## config.mk

```make
export PLATFORM = sky130hd
export DESIGN_NAME = edd_out_queue
export DESIGN_NICKNAME = d
export VERILOG_FILES = /design/src/rtl/core/edd_pkg.sv /design/src/rtl/core/edd_out_queue.sv
export VERILOG_INCLUDE_DIRS = /design/src /design/src/rtl/core
export SDC_FILE = /design/constraint.sdc
export NUM_CORES = 1
export LEC_CHECK = 0
export BUFFER_PORTS_ARGS = -buffer_cell sky130_fd_sc_hd__buf_4
export CORE_AREA = 2 2 39 41
export CTS_CLUSTER_DIAMETER = 30
export DETAILED_ROUTE_END_ITERATION = 8
export DIE_AREA = 0 0 41 43
export MAX_ROUTING_LAYER = met4
export SYNTH_ARGS = -nofsm -noshare
export SYNTH_HDL_FRONTEND = slang
export SYNTH_SLANG_ARGS = --single-unit
export TNS_END_PERCENT = 30
```

## constraint.sdc

```tcl
create_clock -name clk -period 2.7 [get_ports clk]
set_clock_uncertainty 0.15 [all_clocks]
set_input_delay 0.27 -clock clk [delete_from_list [all_inputs] [get_ports clk]]
set_output_delay 0.27 -clock clk [all_outputs]
set_load 0.02 [all_outputs]
```

## src/rtl/core/error_diffusion_dither_defines.svh

```systemverilog
// Assertion macros shared by the error diffusion ditherer RTL.
// Needs clk and arst_n in the scope of each use; no other dependencies.
`ifndef ERROR_DIFFUSION_DITHER_DEFINES_SVH
`define ERROR_DIFFUSION_DITHER_DEFINES_SVH

// same-cycle implication, disabled in reset
`define EDD_ASSERT_IMP(lbl, cond, prop, msg) \
	lbl: assert property (@(posedge clk) disable iff (!arst_n) (cond) |-> (prop)) \
		else $error(msg);

// next-cycle implication, disabled in reset
`define EDD_ASSERT_NXT(lbl, cond, prop, msg) \
	lbl: assert property (@(posedge clk) disable iff (!arst_n) (cond) |=> (prop)) \
		else $error(msg);

`endif

```

## src/rtl/core/edd_pkg.sv

```systemverilog
// Package for the error diffusion ditherer: word types, constants, share math.
// No dependencies.
`default_nettype none

package edd_pkg;

	localparam int CFG_IDX_W  = 4;
	localparam int CFG_DATA_W = 12;

	localparam logic [CFG_IDX_W-1:0] CFG_LINE_WIDTH      = 4'd0;
	localparam logic [CFG_IDX_W-1:0] CFG_LEVEL_THRESHOLD = 4'd1;

	localparam logic [11:0] LINE_WIDTH_RST      = 12'd640;
	localparam logic [7:0]  LEVEL_THRESHOLD_RST = 8'd128;

	localparam logic [8:0] WHITE_LEVEL = 9'd255;

	localparam logic [2:0] K_RIGHT      = 3'd7;
	localparam logic [2:0] K_BELOW_LEFT = 3'd3;
	localparam logic [2:0] K_BELOW      = 3'd5;

	localparam int OUT_DEPTH = 3;

	typedef logic signed [9:0] err_t;

	typedef struct packed {
		logic out_white;
		logic row_end;
	} res_t;

	// store requests of the compute stage toward the line store
	typedef struct packed {
		logic wr_prev;    // store at column - 1
		logic wr_tail;    // end of row: store at column
		logic frame_clr;  // first pixel of a frame
	} store_ctl_t;

	// e * k / 16, truncated toward zero
	function automatic logic signed [7:0] share16(input logic signed [8:0] e,
			input logic [2:0] k);
		logic signed [11:0] ex;
		logic signed [11:0] p;
		logic signed [11:0] q;
		ex = {{3{e[8]}}, e};
		p  = ex * $signed({9'b0, k});
		q  = p[11] ? ((p + 12'sd15) >>> 4) : (p >>> 4);
		return q[7:0];
	endfunction

	function automatic err_t sat10(input logic signed [10:0] v);
		err_t r;
		if (v > 11'sd511)
			r = 10'sd511;
		else if (v < -11'sd512)
			r = -10'sd512;
		else
			r = v[9:0];
		return r;
	endfunction

endpackage

`default_nettype wire

```

## src/rtl/core/edd_out_queue.sv

```systemverilog
// Three-word result queue between the compute stage and the result channel.
// Uses edd_pkg.
`default_nettype none

`include "error_diffusion_dither_defines.svh"

module edd_out_queue (
	input  wire           clk,
	input  wire           arst_n,
	input  wire           push,
	input  edd_pkg::res_t push_word,
	input  wire           pop,
	output logic          head_valid,
	output edd_pkg::res_t head_word,
	output logic [1:0]    cnt
);
	import edd_pkg::*;

	res_t       q [OUT_DEPTH];
	logic [1:0] wptr_q;
	logic [1:0] rptr_q;

	function automatic logic [1:0] bump(input logic [1:0] p);
		return (p == 2'(OUT_DEPTH - 1)) ? 2'd0 : p + 2'd1;
	endfunction

	always_ff @(posedge clk or negedge arst_n) begin
		if (!arst_n) begin
			wptr_q <= '0;
			rptr_q <= '0;
			cnt    <= '0;
		end else begin
			if (push)
				wptr_q <= bump(wptr_q);
			if (pop)
				rptr_q <= bump(rptr_q);
			if (push && !pop)
				cnt <= cnt + 2'd1;
			else if (pop && !push)
				cnt <= cnt - 2'd1;
		end
	end

	always_ff @(posedge clk) begin
		if (push)
			q[wptr_q] <= push_word;
	end

	assign head_valid = (cnt != 2'd0);
	assign head_word  = q[rptr_q];

	`EDD_ASSERT_IMP(a_no_overflow, push && !pop, cnt < 2'(OUT_DEPTH), "result queue overflow")
	`EDD_ASSERT_NXT(a_cnt_up, push && !pop, cnt == $past(cnt) + 2'd1, "result count did not rise")
	`EDD_ASSERT_NXT(a_cnt_down, pop && !push, cnt == $past(cnt) - 2'd1, "result count did not fall")

endmodule

`default_nettype wire

```

==> flow_summary_export.csv <==
group,metric,value,unit
outcome,status,"complete, no violations",
cts,clock-root-buffer,"clkbuf_4",
cts,postCtsResizedCells,0,
cells_and_area,fin_cells,68,
cts,clock_latency,260,ps
cts,tritoncts,"done",
logic_synthesis,synth_area,485,um^2
sta,maxSlewHeadroom,0.721,
floorplan,die-width,41,um
route,via_count,304,
cells_and_area,multi_input_comb_area,144,um^2
setup_path,end_kind,"output port",
logic_synthesis,synth_common_cells,"dfrtp_1 (6), edfxtp_1 (6), a21o_1 (3), inv_1 (3), nand2_1 (3)",
placed_design,gp_congestion,0.684,
route,vias_per_cell,4.47,
cts,cts_sinks,12,
floorplan,start_util,0.351,
global_route,track_usage,0.102,
cts,cts_htree_levels,1,
cells_and_area,fillers,129,
logic_synthesis,synth.distinct_cells,16,
setup_path,crit_arrival,1140,ps
cts,clk_pin_slew_worst_paths,70,ps
setup_path,cp-start-kind,"flip-flop",
logic_synthesis,synth_top_family_by_area,"simple AND/OR/NAND/NOR gates",
floorplan,fp.coreArea,0.00138,mm^2
global_route,grt_pass1_wl,1170,um
logic_synthesis,synthArstFlopShare,0.500,
route,dr.pass1.iters,2,
global_route,antenna_found_initial,0,
route,drc,0,
floorplan,ios,11,
logic_synthesis,synth-main-ff-cell,"edfxtp_1",
setup_path,worstPathMaxFanout,5,
placed_design,dp_cells,63,
logic_synthesis,synth_edf_count,6,
logic_synthesis,yosys-top-cells-area,"edfxtp_1 (37%), dfrtp_1 (31%), a21o_1 (4.6%)",
sta,fin_crit_sh,0.576,
sta,fmax,0.643,GHz
cts,cts_buffers,3,
floorplan,die_area,0.00176,mm^2
cells_and_area,finalNetCount,60,
placed_design,portBuffers,10,
cts,clockBufferDepth,2,
sta,setup_viol,0,
logic_synthesis,synthMuxAreaShare,0.0412,
logic_synthesis,synth_area_leader_cell,"edfxtp_1",
sta,rsz0062_at_grt,"false",
cells_and_area,seqCellArea,330,um^2
logic_synthesis,synth_compound_area_frac,0.0773,
floorplan,std_cell_rows,14,
cells_and_area,drive_above_1_share,0.269,
power_and_ir_drop,ir_worst_vdd,0.390,mV
logic_synthesis,ys_seq_area_frac,0.680,
logic_synthesis,synth-simple-area-share,0.0979,
cells_and_area,area_growth,27.1,%
setup_path,worstSetupPathType,"flip-flop to output port",
flow_run,maxCapViolCount,0,
min_path,hold_path.class,"primary input to flip-flop",
sta,tns,0,ps
power_and_ir_drop,powerDensity,1000,mW/mm^2
power_and_ir_drop,p_leak,0.286,nW
global_route,grt-ovfl-total,0,
sta,report.final.hold_viol_count,0,
floorplan,die_h,43,um
global_route,grt_pass1_vias,300,
logic_synthesis,synthAdderAreaFrac,0.0258,
logic_synthesis,synth_top_area_frac,0.371,
route,drtIter0Drc,3,
logic_synthesis,synth_xor_area_frac,0.0541,
sta,fin_crit,1560,ps
route,ant_nets,0,
route,routed_wl,655,um
setup_path,required,2280,ps
logic_synthesis,avgSynthCellArea,13.1,um^2
cells_and_area,diodes,0,
logic_synthesis,ys_warn_count,0,
logic_synthesis,syn_inst,37,
logic_synthesis,syn_nets,44,
global_route,grt_max_degree,8,
logic_synthesis,ys_ff_latch,12,
power_and_ir_drop,p_total,618,uW
route,wl_per_cell,9.63,um
sta,maxSlewViolCount,0,
sta,tightestPinTransition,415,ps
placed_design,hpwl,514,um
[logic make-up (layout without fill, tap and decap cells)]
| group | Yosys count | in the layout |
|---|---|---|
| AO/OA/AOI/OAI | 6 | 6 |
| XOR/XNOR | 3 | 3 |
| adder cells (fa/ha/maj) | 1 | 1 |
| buffers and inverters | 3 | 18 |
| flip-flops | 12 | 12 |
| multiplexers | 2 | 2 |
| AND/OR/NAND/NOR | 10 | 10 |
[through the flow]
| step | area (um^2) | worst slack, ps | hold slack [ps] | util |
|---|---|---|---|---|
| 3_5_place_dp | 581 | 1420 | -68.5 | 0.420 |
| 3_3_place_gp | 581 | 1420 | -67.4 | 0.420 |
| 6_report | 617 | 1140 | 43.0 | 0.446 |
| 2_1_floorplan | 485 | 1410 | -176 | - |
| 5_1_grt | 617 | 1060 | 32.0 | 0.446 |
| 4_1_cts | 617 | 1120 | 39.2 | 0.446 |
[worst max-delay path, cell delays in order (launching register included)]
cell,delay [ps]
dfrtp_1,440
mux2i_1,210
o21ai_1,70
buf_4,160
[flip-flops by register name (all words and copies together) (netlist names)]
signal and flops:
wptr_q 2, q 6, cnt 2, rptr_q 2
[path summary, 6_finish.rpt]
path	start	end	slack [ps]	depth (start not counted)
setup / recovery	rptr_q[0]	head_word[1]	1140	3
hold / removal	push_word[0]	q[2][0]	40	1
setup reg to reg	wptr_q[1]	q[0][1]	1400	1
hold reg to reg	cnt[1]	cnt[1]	340	1
max in group asynchronous	arst_n	cnt[1]	2090	2
min in group asynchronous	arst_n	wptr_q[1]	190	2
[timing repair]
item                                   CTS  global route
hold buffers                             1             0
endpoints found under the hold margin    6             0
buffers inserted                         0             0
[cells in the final DEF, fill, tap and decap left out]
master         instances
a21o_1                 3
buf_4                 10
clkbuf_4               3
clkinv_1               1
dfrtp_1                6
dlygate4sd3_1          1
edfxtp_1               6
ha_1                   1
inv_1                  3
mux2i_1                2
nand2_1                3
nand3_1                1
nor2_1                 2
nor3_1                 2
nor3b_1                1
o21ai_0                1
o21ai_1                2
or2_2                  1
xnor2_1                1
xor2_1                 2
[per-layer routing]
metal | GRT usage | vias to the layer above | wire (um)
met3 | 0.0314 | 0 | 33
met4 | 0.0400 | 0 | 0
met2 | 0.156 | 5 | 320
li1 | - | 158 | -
met5 | - | - | 0
met1 | 0.122 | 141 | 301
[power by group]
group          internal (mW)  switching (mW)  total, mW  leakage [nW]
Combinational          0.106           0.109      0.215         0.141
Sequential             0.248          0.0476      0.296         0.129
Clock                 0.0534          0.0538      0.107        0.0154
[cell type report]
cell class | count | area share
clock buffer | 3 | 0.0365
multi-input combinational | 22 | 0.233
clock inverter | 1 | 0.00609
timing repair buffer | 11 | 0.138
inverter | 3 | 0.0183
sequential | 12 | 0.535
tap | 16 | 0.0325
Power figures use the tool's default switching activity.
