## config.mk

```make
export PLATFORM = sky130hd
export DESIGN_NAME = edd_diffuse
export DESIGN_NICKNAME = d
export VERILOG_FILES = /design/src/rtl/core/error_diffusion_dither_defines.svh /design/src/rtl/core/edd_pkg.sv /design/src/rtl/core/edd_diffuse.sv
export SDC_FILE = /design/constraint.sdc
export NUM_CORES = 1
export LEC_CHECK = 0
export ABC_AREA = 1
export BUFFER_PORTS_ARGS = -buffer_cell sky130_fd_sc_hd__buf_2
export CAP_MARGIN = 5
export CORE_ASPECT_RATIO = 0.5
export CORE_MARGIN = 2
export CORE_UTILIZATION = 55
export DETAILED_ROUTE_END_ITERATION = 10
export HOLD_SLACK_MARGIN = 0.1
export PLACE_DENSITY = 0.79
export SLEW_MARGIN = 0
export SYNTH_ARGS = -nofsm -noshare
export SYNTH_HDL_FRONTEND = slang
export SYNTH_SLANG_ARGS = --single-unit
```

## constraint.sdc

```tcl
create_clock -name clk -period 12.18 [get_ports clk]
set_clock_uncertainty 0.2 [all_clocks]
set_input_delay 2.436 -clock clk [delete_from_list [all_inputs] [get_ports clk]]
set_output_delay 2.436 -clock clk [all_outputs]
set_load 0.03 [all_outputs]
```

## src/rtl/core/error_diffusion_dither_defines.svh

```systemverilog
// Assertion macros shared by the error diffusion ditherer RTL.
// Needs clk and arst_n in the scope of each use; no other dependencies.
`ifndef ERROR_DIFFUSION_DITHER_DEFINES_SVH
`define ERROR_DIFFUSION_DITHER_DEFINES_SVH

// same-cycle implication, disabled in reset
`define EDD_ASSERT_IMP(lbl, cond, prop, msg) \
	lbl: assert property (@(posedge clk) disable iff (!arst_n) (cond) |-> (prop)) \
		else $error(msg);

// next-cycle implication, disabled in reset
`define EDD_ASSERT_NXT(lbl, cond, prop, msg) \
	lbl: assert property (@(posedge clk) disable iff (!arst_n) (cond) |=> (prop)) \
		else $error(msg);

`endif

```

## src/rtl/core/edd_pkg.sv

```systemverilog
// Package for the error diffusion ditherer: word types, constants, share math.
// No dependencies.
`default_nettype none

package edd_pkg;

	localparam int CFG_IDX_W  = 4;
	localparam int CFG_DATA_W = 12;

	localparam logic [CFG_IDX_W-1:0] CFG_LINE_WIDTH      = 4'd0;
	localparam logic [CFG_IDX_W-1:0] CFG_LEVEL_THRESHOLD = 4'd1;

	localparam logic [11:0] LINE_WIDTH_RST      = 12'd640;
	localparam logic [7:0]  LEVEL_THRESHOLD_RST = 8'd128;

	localparam logic [8:0] WHITE_LEVEL = 9'd255;

	localparam logic [2:0] K_RIGHT      = 3'd7;
	localparam logic [2:0] K_BELOW_LEFT = 3'd3;
	localparam logic [2:0] K_BELOW      = 3'd5;

	localparam int OUT_DEPTH = 3;

	typedef logic signed [9:0] err_t;

	typedef struct packed {
		logic out_white;
		logic row_end;
	} res_t;

	// store requests of the compute stage toward the line store
	typedef struct packed {
		logic wr_prev;    // store at column - 1
		logic wr_tail;    // end of row: store at column
		logic frame_clr;  // first pixel of a frame
	} store_ctl_t;

	// e * k / 16, truncated toward zero
	function automatic logic signed [7:0] share16(input logic signed [8:0] e,
			input logic [2:0] k);
		logic signed [11:0] ex;
		logic signed [11:0] p;
		logic signed [11:0] q;
		ex = {{3{e[8]}}, e};
		p  = ex * $signed({9'b0, k});
		q  = p[11] ? ((p + 12'sd15) >>> 4) : (p >>> 4);
		return q[7:0];
	endfunction

	function automatic err_t sat10(input logic signed [10:0] v);
		err_t r;
		if (v > 11'sd511)
			r = 10'sd511;
		else if (v < -11'sd512)
			r = -10'sd512;
		else
			r = v[9:0];
		return r;
	endfunction

endpackage

`default_nettype wire

```

## src/rtl/core/edd_diffuse.sv

```systemverilog
// Column tracking and the compute stage: correction, threshold,
// error shares and row carries. Uses edd_pkg.
`default_nettype none

module edd_diffuse #(
	parameter int MAX_WIDTH = 2048
) (
	input  wire                           clk,
	input  wire                           arst_n,
	input  wire                           acc,
	input  wire [7:0]                     pixel,
	input  wire                           frame_start,
	input  wire [11:0]                    line_width,
	input  wire [7:0]                     level_threshold,
	output logic                          rd_en,
	output logic [$clog2(MAX_WIDTH)-1:0]  rd_addr,
	output logic [$clog2(MAX_WIDTH)-1:0]  col_s1,
	output edd_pkg::store_ctl_t           ctl,
	input  edd_pkg::err_t                 above,
	output edd_pkg::err_t                 prev_data,
	output edd_pkg::err_t                 tail_data,
	output logic                          res_valid,
	output edd_pkg::res_t                 res
);
	import edd_pkg::*;

	localparam int IW = $clog2(MAX_WIDTH);
	localparam int FW = $clog2(MAX_WIDTH + 1);
	localparam int LW = (FW > 12) ? FW : 12;

	logic [IW-1:0] col_q;
	logic [IW-1:0] c_acc;
	logic [LW-1:0] last_col;
	logic          last_acc;

	logic          v_s1;
	logic [7:0]    pix_s1;
	logic          fs_s1;
	logic          last_s1;

	logic signed [8:0] right_q;
	err_t              pend_q;
	logic signed [4:0] diag_q;

	logic signed [8:0]  rc;
	err_t               pb;
	logic signed [4:0]  ds;
	logic signed [11:0] sum;
	logic [7:0]         val;
	logic               white;
	logic signed [8:0]  err;
	logic signed [7:0]  s7, s3, s5, s1;
	err_t               pend_new;

	// accept side: column of the incoming pixel, issue line store read
	always_comb begin
		if (line_width == '0)
			last_col = '0;
		else if (LW'(line_width) > LW'(MAX_WIDTH))
			last_col = LW'(MAX_WIDTH - 1);
		else
			last_col = LW'(line_width) - LW'(1);
		c_acc    = frame_start ? '0 : col_q;
		last_acc = LW'(c_acc) >= last_col;
		rd_en    = acc;
		rd_addr  = c_acc;
	end

	always_ff @(posedge clk or negedge arst_n) begin
		if (!arst_n) begin
			col_q <= '0;
			v_s1  <= 1'b0;
		end else begin
			v_s1 <= acc;
			if (acc)
				col_q <= last_acc ? '0 : c_acc + IW'(1);
		end
	end

	always_ff @(posedge clk) begin
		if (acc) begin
			pix_s1  <= pixel;
			fs_s1   <= frame_start;
			col_s1  <= c_acc;
			last_s1 <= last_acc;
		end
	end

	// compute stage
	always_comb begin
		rc  = fs_s1 ? '0 : right_q;
		pb  = fs_s1 ? '0 : pend_q;
		ds  = fs_s1 ? '0 : diag_q;
		sum = {4'b0000, pix_s1} + {{2{above[9]}}, above} + {{3{rc[8]}}, rc};
		if (sum < 12'sd0)
			val = 8'd0;
		else if (sum > 12'sd255)
			val = 8'd255;
		else
			val = sum[7:0];
		white = val > level_threshold;
		err   = white ? ({1'b0, val} - WHITE_LEVEL) : {1'b0, val};
		s7    = share16(err, K_RIGHT);
		s3    = share16(err, K_BELOW_LEFT);
		s5    = share16(err, K_BELOW);
		s1    = share16(err, 3'd1);
		prev_data = sat10({pb[9], pb} + {{3{s3[7]}}, s3});
		pend_new  = sat10({{6{ds[4]}}, ds} + {{3{s5[7]}}, s5});
		tail_data = pend_new;

		ctl.wr_prev   = v_s1 && (col_s1 != '0);
		ctl.wr_tail   = v_s1 && last_s1;
		ctl.frame_clr = v_s1 && fs_s1;

		res_valid     = v_s1;
		res.out_white = white;
		res.row_end   = last_s1;
	end

	always_ff @(posedge clk or negedge arst_n) begin
		if (!arst_n) begin
			right_q <= '0;
			pend_q  <= '0;
			diag_q  <= '0;
		end else if (v_s1) begin
			if (last_s1) begin
				right_q <= '0;
				pend_q  <= '0;
				diag_q  <= '0;
			end else begin
				right_q <= {s7[7], s7};
				pend_q  <= pend_new;
				diag_q  <= s1[4:0];
			end
		end
	end

endmodule

`default_nettype wire

```

==> out/qor.txt, run 1 <==
TritonCTS Buffers -> 5
core area -> 12800 um^2
DIE HEIGHT -> 85.7 um
met2 wire len -> 11.7 mm
Synth cell types -> 51
top post-synthesis cells by area -> ha_1 17%, dfrtp_1 12%, inv_1 11%
Slew HR -> 41.6%
Top FF cell, synth -> dfrtp_1
GRT Resource Usage Total -> 30.8%
Reg clk slew, reported paths -> 0.08 ns
Top Metal Used -> met4
min Tclk post-route -> 12.71 ns
initial antenna violation count -> 0
Reg area -> 1480 um^2
Max clock buf depth -> 2
Post-Syn Area -> 7350 um^2
post-synthesis sequential area ratio -> 20.2%
slowest CP cell -> fa_1
max capacitance violation total -> 0
worst hold slack -> 0.288 ns
Total Nets Final -> 1448
routed vias -> 8219
CTS tree -> done
M1 WL -> 9.32 mm
Post-synth EDFFs -> 21
number of hold violations in the final report -> 0
setup TNS -> -6.32 ns
Fmax achieved -> 78.7 MHz
first-pass GRT wire length -> 36.1 mm
final worst-path cycle share -> 104%
DRT antenna net count -> 0
Slowest Stage Delay on Critical Path -> 0.54 ns
pin count of the biggest net entering global routing -> 46
Avg Synthesized Cell Area -> 7.06 um^2
dpl ws -> -0.668 ns
status -> complete, but fails checks
Max Slew Vio Count -> 0
layout cells sized above 1 -> 35.8%
final wirelength -> 24.5 mm
DR iter-0 viols -> 775
Worst setup EP type -> primary output
Post-route DRC -> 6
DPL Wire Length -> 15.7 mm
H-tree Lvls -> 2
commonest cells after routing, fill and taps aside -> 191 x inv_1, 168 x nand2_1, 153 x buf_4
# clock sinks -> 55
initial core utilization -> 57.2%
Boundary Pins -> 91
vias per cell -> 5.63
top-area cell type share of the netlist area -> 16.7%
yosys warns -> 0
Die Area -> 14400 um^2
worst path required time -> 9.54 ns
Yosys reg bits -> 55
failing checks -> DRC, setup timing
worst-case reg-to-reg path depth -> 52
area leader, netlist -> ha_1
commonest non-fill, non-tap cell in the layout -> inv_1
area of the multi-input gates -> 5780 um^2
Die X -> 167 um
port bufs -> 90
Min-Delay Path Class -> reg2reg
RSZ-0062 raised after global routing -> true
Worst Max-Slew Pin Slew -> 0.876 ns
Inserted Diodes -> 0
drt pass-1 iters -> 9
kind of critical path -> in2out
root buf cell -> clkbuf_16
post-route worst setup slack -> -0.530 ns
vias in the first global route -> 7903
Crit Path Max Fanout -> 7
WL/cell -> 16.8 um
# setup viols final -> 17
routability cong. -> 0.969
cell mode on critical path -> nand2_2
Post-Route Utilization -> 80.0%
# rows -> 29
DR WL met3 -> 2.09 mm
Async SR Flop Fraction -> 61.8%
Setup crit start kind -> primary input
Fill cells -> 761
gr ovfl total -> 0
CTS Hold Bufs -> 0
Syn-to-layout area delta -> 39.7%
clock latency on the worst-skew pair -> 0.31 ns
Post-Syn Instances -> 1041
worst hold path depth -> 2
Critical Path AT -> 10.07 ns
Syn Nets -> 1200
-- kinds of logic after synthesis --
logic type	Yosys count	synth area share [%]
AND/OR/NAND/NOR	440	28.1
buffers and inverters	235	12.3
AO/OA/AOI/OAI	141	11.3
adder cells (fa/ha/maj)	117	21.9
flip-flops	55	20.2
XOR/XNOR	53	6.31
-- routing by layer --
layer  track usage, %  vias up
met3             5.40      158
met5                0        -
met2             56.8      467
li1                 -     3818
met1             36.3     3776
met4             11.9        0
-- per-stage QoR --
stage / cells / cell area, um^2
2_1_floorplan: 1041 / 7470
3_3_place_gp: 1413 / 9000
3_5_place_dp: 1413 / 9000
4_1_cts: 1441 / 9810
5_1_grt: 1460 / 10300
6_report: 1460 / 10300
-- sequential cells by signal, indices dropped and copies added (netlist names) --
signal,flops
col_q,11
pix_s1,8
right_q,8
diag_q,5
res_valid,1
col_s1,11
fs_s1,1
last_s1,1
pend_q,9
-- what timing repair did --
item / 4_1_cts / 5_1_grt
endpoints found under the setup margin: 18 / 19
pin swaps: 61 / 74
resized for setup: 107 / 80
cloned: 1 / 0
setup buffers: 19 / 19
-- cells in the mapped netlist (2+ instances only) --
cell,instances
inv_1,207
nand2_1,202
ha_1,98
nor2_1,94
nand3_1,57
a21oi_1,46
o21ai_0,46
xor2_1,42
dfrtp_1,34
edfxtp_1,21
fa_1,19
nand2_2,17
o22ai_1,16
inv_2,12
xnor2_1,11
nand3_2,10
nand4_1,10
nor3_1,10
clkbuf_1,8
nor2_2,8
nand2_4,6
o21bai_1,6
or2_2,6
a31oi_1,5
o211ai_1,5
nor4_1,4
a21o_1,3
and2_1,3
buf_4,3
nand3b_1,3
o32ai_1,3
a21oi_2,2
clkinv_1,2
nand3_4,2
nor2_4,2
o21ai_2,2
or2_1,2
-- cell type report --
type | instances | area share, %
multi-input cells | 752 | 56.3
well taps | 170 | 2.07
repair buffers | 253 | 17.5
clock buffers | 6 | 1.35
clock inverters | 2 | 0.195
inverters | 222 | 8.19
flip-flops and latches | 55 | 14.4
-- worst paths after layout --
check,from,to,slack (ns)
hold reg to reg,right_q[1],right_q[1],0.29
min in group asynchronous,arst_n,pend_q[6],2.02
setup / recovery,above[1],tail_data[7],-0.53
hold / removal,right_q[1],right_q[1],0.29
max in group asynchronous,arst_n,right_q[0],9.22
setup reg to reg,fs_s1,pend_q[7],3.35
-- critical path, delay by kind of cell --
| kind | cells | cell delay [ns] |
|---|---|---|
| AOI/OAI and AO/OA | 12 | 1.59 |
| xor gates and xnor gates | 2 | 0.43 |
| buffers and inverters | 11 | 1.02 |
| adders and majority gates | 8 | 2.52 |
| and+or+nand+nor | 21 | 2.08 |
Power of run 1 is not shown: default switching activity piles up to over one toggle a cycle in this logic, so the estimate is an artifact.
==> run 2, diff against run 1 <==
--- a/config.mk
+++ b/config.mk
@@ -12,6 +12,7 @@
 export CORE_MARGIN = 2
 export CORE_UTILIZATION = 55
 export DETAILED_ROUTE_END_ITERATION = 10
+export GPL_TIMING_DRIVEN = 0
 export HOLD_SLACK_MARGIN = 0.1
 export PLACE_DENSITY = 0.79
 export SLEW_MARGIN = 0
==> run 2 against run 1 <==
Effect of this change:
- the run still ends with DRC, setup timing left
- count of clock-buffer cells in the layout unchanged
- largest cell class unchanged
- routed wire length rose by 1.2%
- maximum frequency decreased by 1.7%
- design area fell by 3.8%
==> out/qor.txt, run 2 (synthesized netlist as in run 1, its figures left out) <==
status -> complete, but fails checks
failing checks -> DRC, setup timing
commonest cells after routing, fill and taps aside -> 192 x inv_1, 168 x nand2_1, 87 x nor2_1
Max Slew Vio Count -> 0 (unchanged)
initial antenna violation count -> 0 (unchanged)
Fill cells -> 827 (+8.7%)
CTS tree -> done
root buf cell -> clkbuf_16
GRT Resource Usage Total -> 31.1% (+0.28 points)
slowest CP cell -> fa_1
port bufs -> 90 (unchanged)
drt pass-1 iters -> 11 (+2)
min Tclk post-route -> 12.92 ns (+0.214 ns)
DRT antenna net count -> 0 (unchanged)
layout cells sized above 1 -> 32.2% (-3.6 points)
Fmax achieved -> 77.4 MHz (-1.7%)
Critical Path AT -> 10.29 ns (+0.22 ns)
Max clock buf depth -> 2 (unchanged)
Worst Max-Slew Pin Slew -> 0.921 ns (+0.0452 ns)
Reg clk slew, reported paths -> 0.08 ns (about the same)
final wirelength -> 24.8 mm (+1.2%)
# setup viols final -> 17 (unchanged)
Reg area -> 1480 um^2 (unchanged)
Slew HR -> 38.4% (-3.2 points)
Total Nets Final -> 1373 (-5.2%)
Die Area -> 14400 um^2 (unchanged)
Die X -> 167 um (unchanged)
Min-Delay Path Class -> reg2reg
routability cong. -> 0.930 (-4.1%)
Boundary Pins -> 91 (unchanged)
RSZ-0062 raised after global routing -> true
DR iter-0 viols -> 771 (-0.52%)
H-tree Lvls -> 2 (unchanged)
vias per cell -> 5.91 (+4.9%)
CTS Hold Bufs -> 0 (unchanged)
worst hold slack -> 0.291 ns (+0.00390 ns)
DPL Wire Length -> 14.6 mm (-6.6%)
WL/cell -> 17.9 um (+6.6%)
pin count of the biggest net entering global routing -> 35 (-24%)
area of the multi-input gates -> 5950 um^2 (+3.0%)
Setup crit start kind -> primary input
DIE HEIGHT -> 85.7 um (unchanged)
gr ovfl total -> 0 (unchanged)
vias in the first global route -> 7753 (-1.9%)
first-pass GRT wire length -> 36.1 mm (about the same)
TritonCTS Buffers -> 5 (unchanged)
worst path required time -> 9.54 ns (about the same)
Crit Path Max Fanout -> 7 (unchanged)
initial core utilization -> 57.2% (unchanged)
Worst setup EP type -> primary output
final worst-path cycle share -> 106% (+1.8 points)
core area -> 12800 um^2 (unchanged)
post-route worst setup slack -> -0.743 ns (-0.214 ns)
kind of critical path -> in2out
number of hold violations in the final report -> 0 (unchanged)
Syn-to-layout area delta -> 34.5%
Post-route DRC -> 6 (unchanged)
clock latency on the worst-skew pair -> 0.30 ns (about the same)
# clock sinks -> 55 (unchanged)
max capacitance violation total -> 0 (unchanged)
biggest regs -> col_q (11), col_s1 (11), pend_q (9)
Slowest Stage Delay on Critical Path -> 0.51 ns (-0.03 ns)
commonest non-fill, non-tap cell in the layout -> inv_1
# rows -> 29 (unchanged)
dpl ws -> -1.37 ns (-0.706 ns)
cell mode on critical path -> nand2_1
routed vias -> 8179 (-0.49%)
Inserted Diodes -> 0 (unchanged)
[run 2: changes by cell type in the layout (fill, tap and decap cells not counted), sizes merged]
cell,change
clkbuf,+6
clkinvlp,+1
clkinv,-1
buf,-81
[run 2: layout make-up]
cell class / instances / share of cell area (%)
Inverter: 222 / 8.61
Multi-Input combinational cell: 752 / 60.2
Tap cell: 170 / 2.15
Sequential cell: 55 / 15.0
Clock buffer: 6 / 1.30
Timing Repair Buffer: 165 / 11.8
Clock inverter: 2 / 0.165
Buffer: 13 / 0.759
[run 2: repair_timing]
item                       CTS  global route
setup endpoints to repair   19            19
pin swaps                   81            58
cloned                       1             0
setup buffers               53            22
gates resized for setup    135            95
[run 2: worst paths after layout]
kind	from	endpoint	slack [ns]	cells past startpoint
worst max-delay path	above[1]	prev_data[4]	-0.74	52
worst min-delay path	right_q[5]	right_q[5]	0.29	2
worst max register to register	fs_s1	pend_q[8]	2.63	52
worst min register to register	right_q[5]	right_q[5]	0.29	2
max in group asynchronous	arst_n	col_q[2]	9.21	1
min in group asynchronous	arst_n	diag_q[2]	2.02	1
[run 2: routing by layer]
layer	global-route usage, %	vias up	share of wire (%)
li1	-	3670	-
met1	36.6	3824	37
met2	56.7	525	47
met3	6.37	160	9.3
met4	12.1	0	5.9
met5	0	-	0
[run 2: metrics by stage]
step	instances	cell area (um^2)	TNS (ns)	utilization, %
2_1_floorplan	1041	7470	0	-
3_3_place_gp	1301	8130	-15.96	63.3
3_5_place_dp	1301	8130	-20.55	63.3
4_1_cts	1363	9310	-1.47	72.5
5_1_grt	1385	9890	-12.88	77.0
6_report	1385	9890	-9.36	77.0
[run 2: critical path: cells and delay by family]
kind | cells | cell delay, ns
compound gates | 9 | 1.37
xor+xnor | 1 | 0.14
fa+ha+maj | 8 | 2.46
buf+inv | 9 | 0.86
simple gates | 25 | 2.99
Power of run 2 is left out for the same reason.
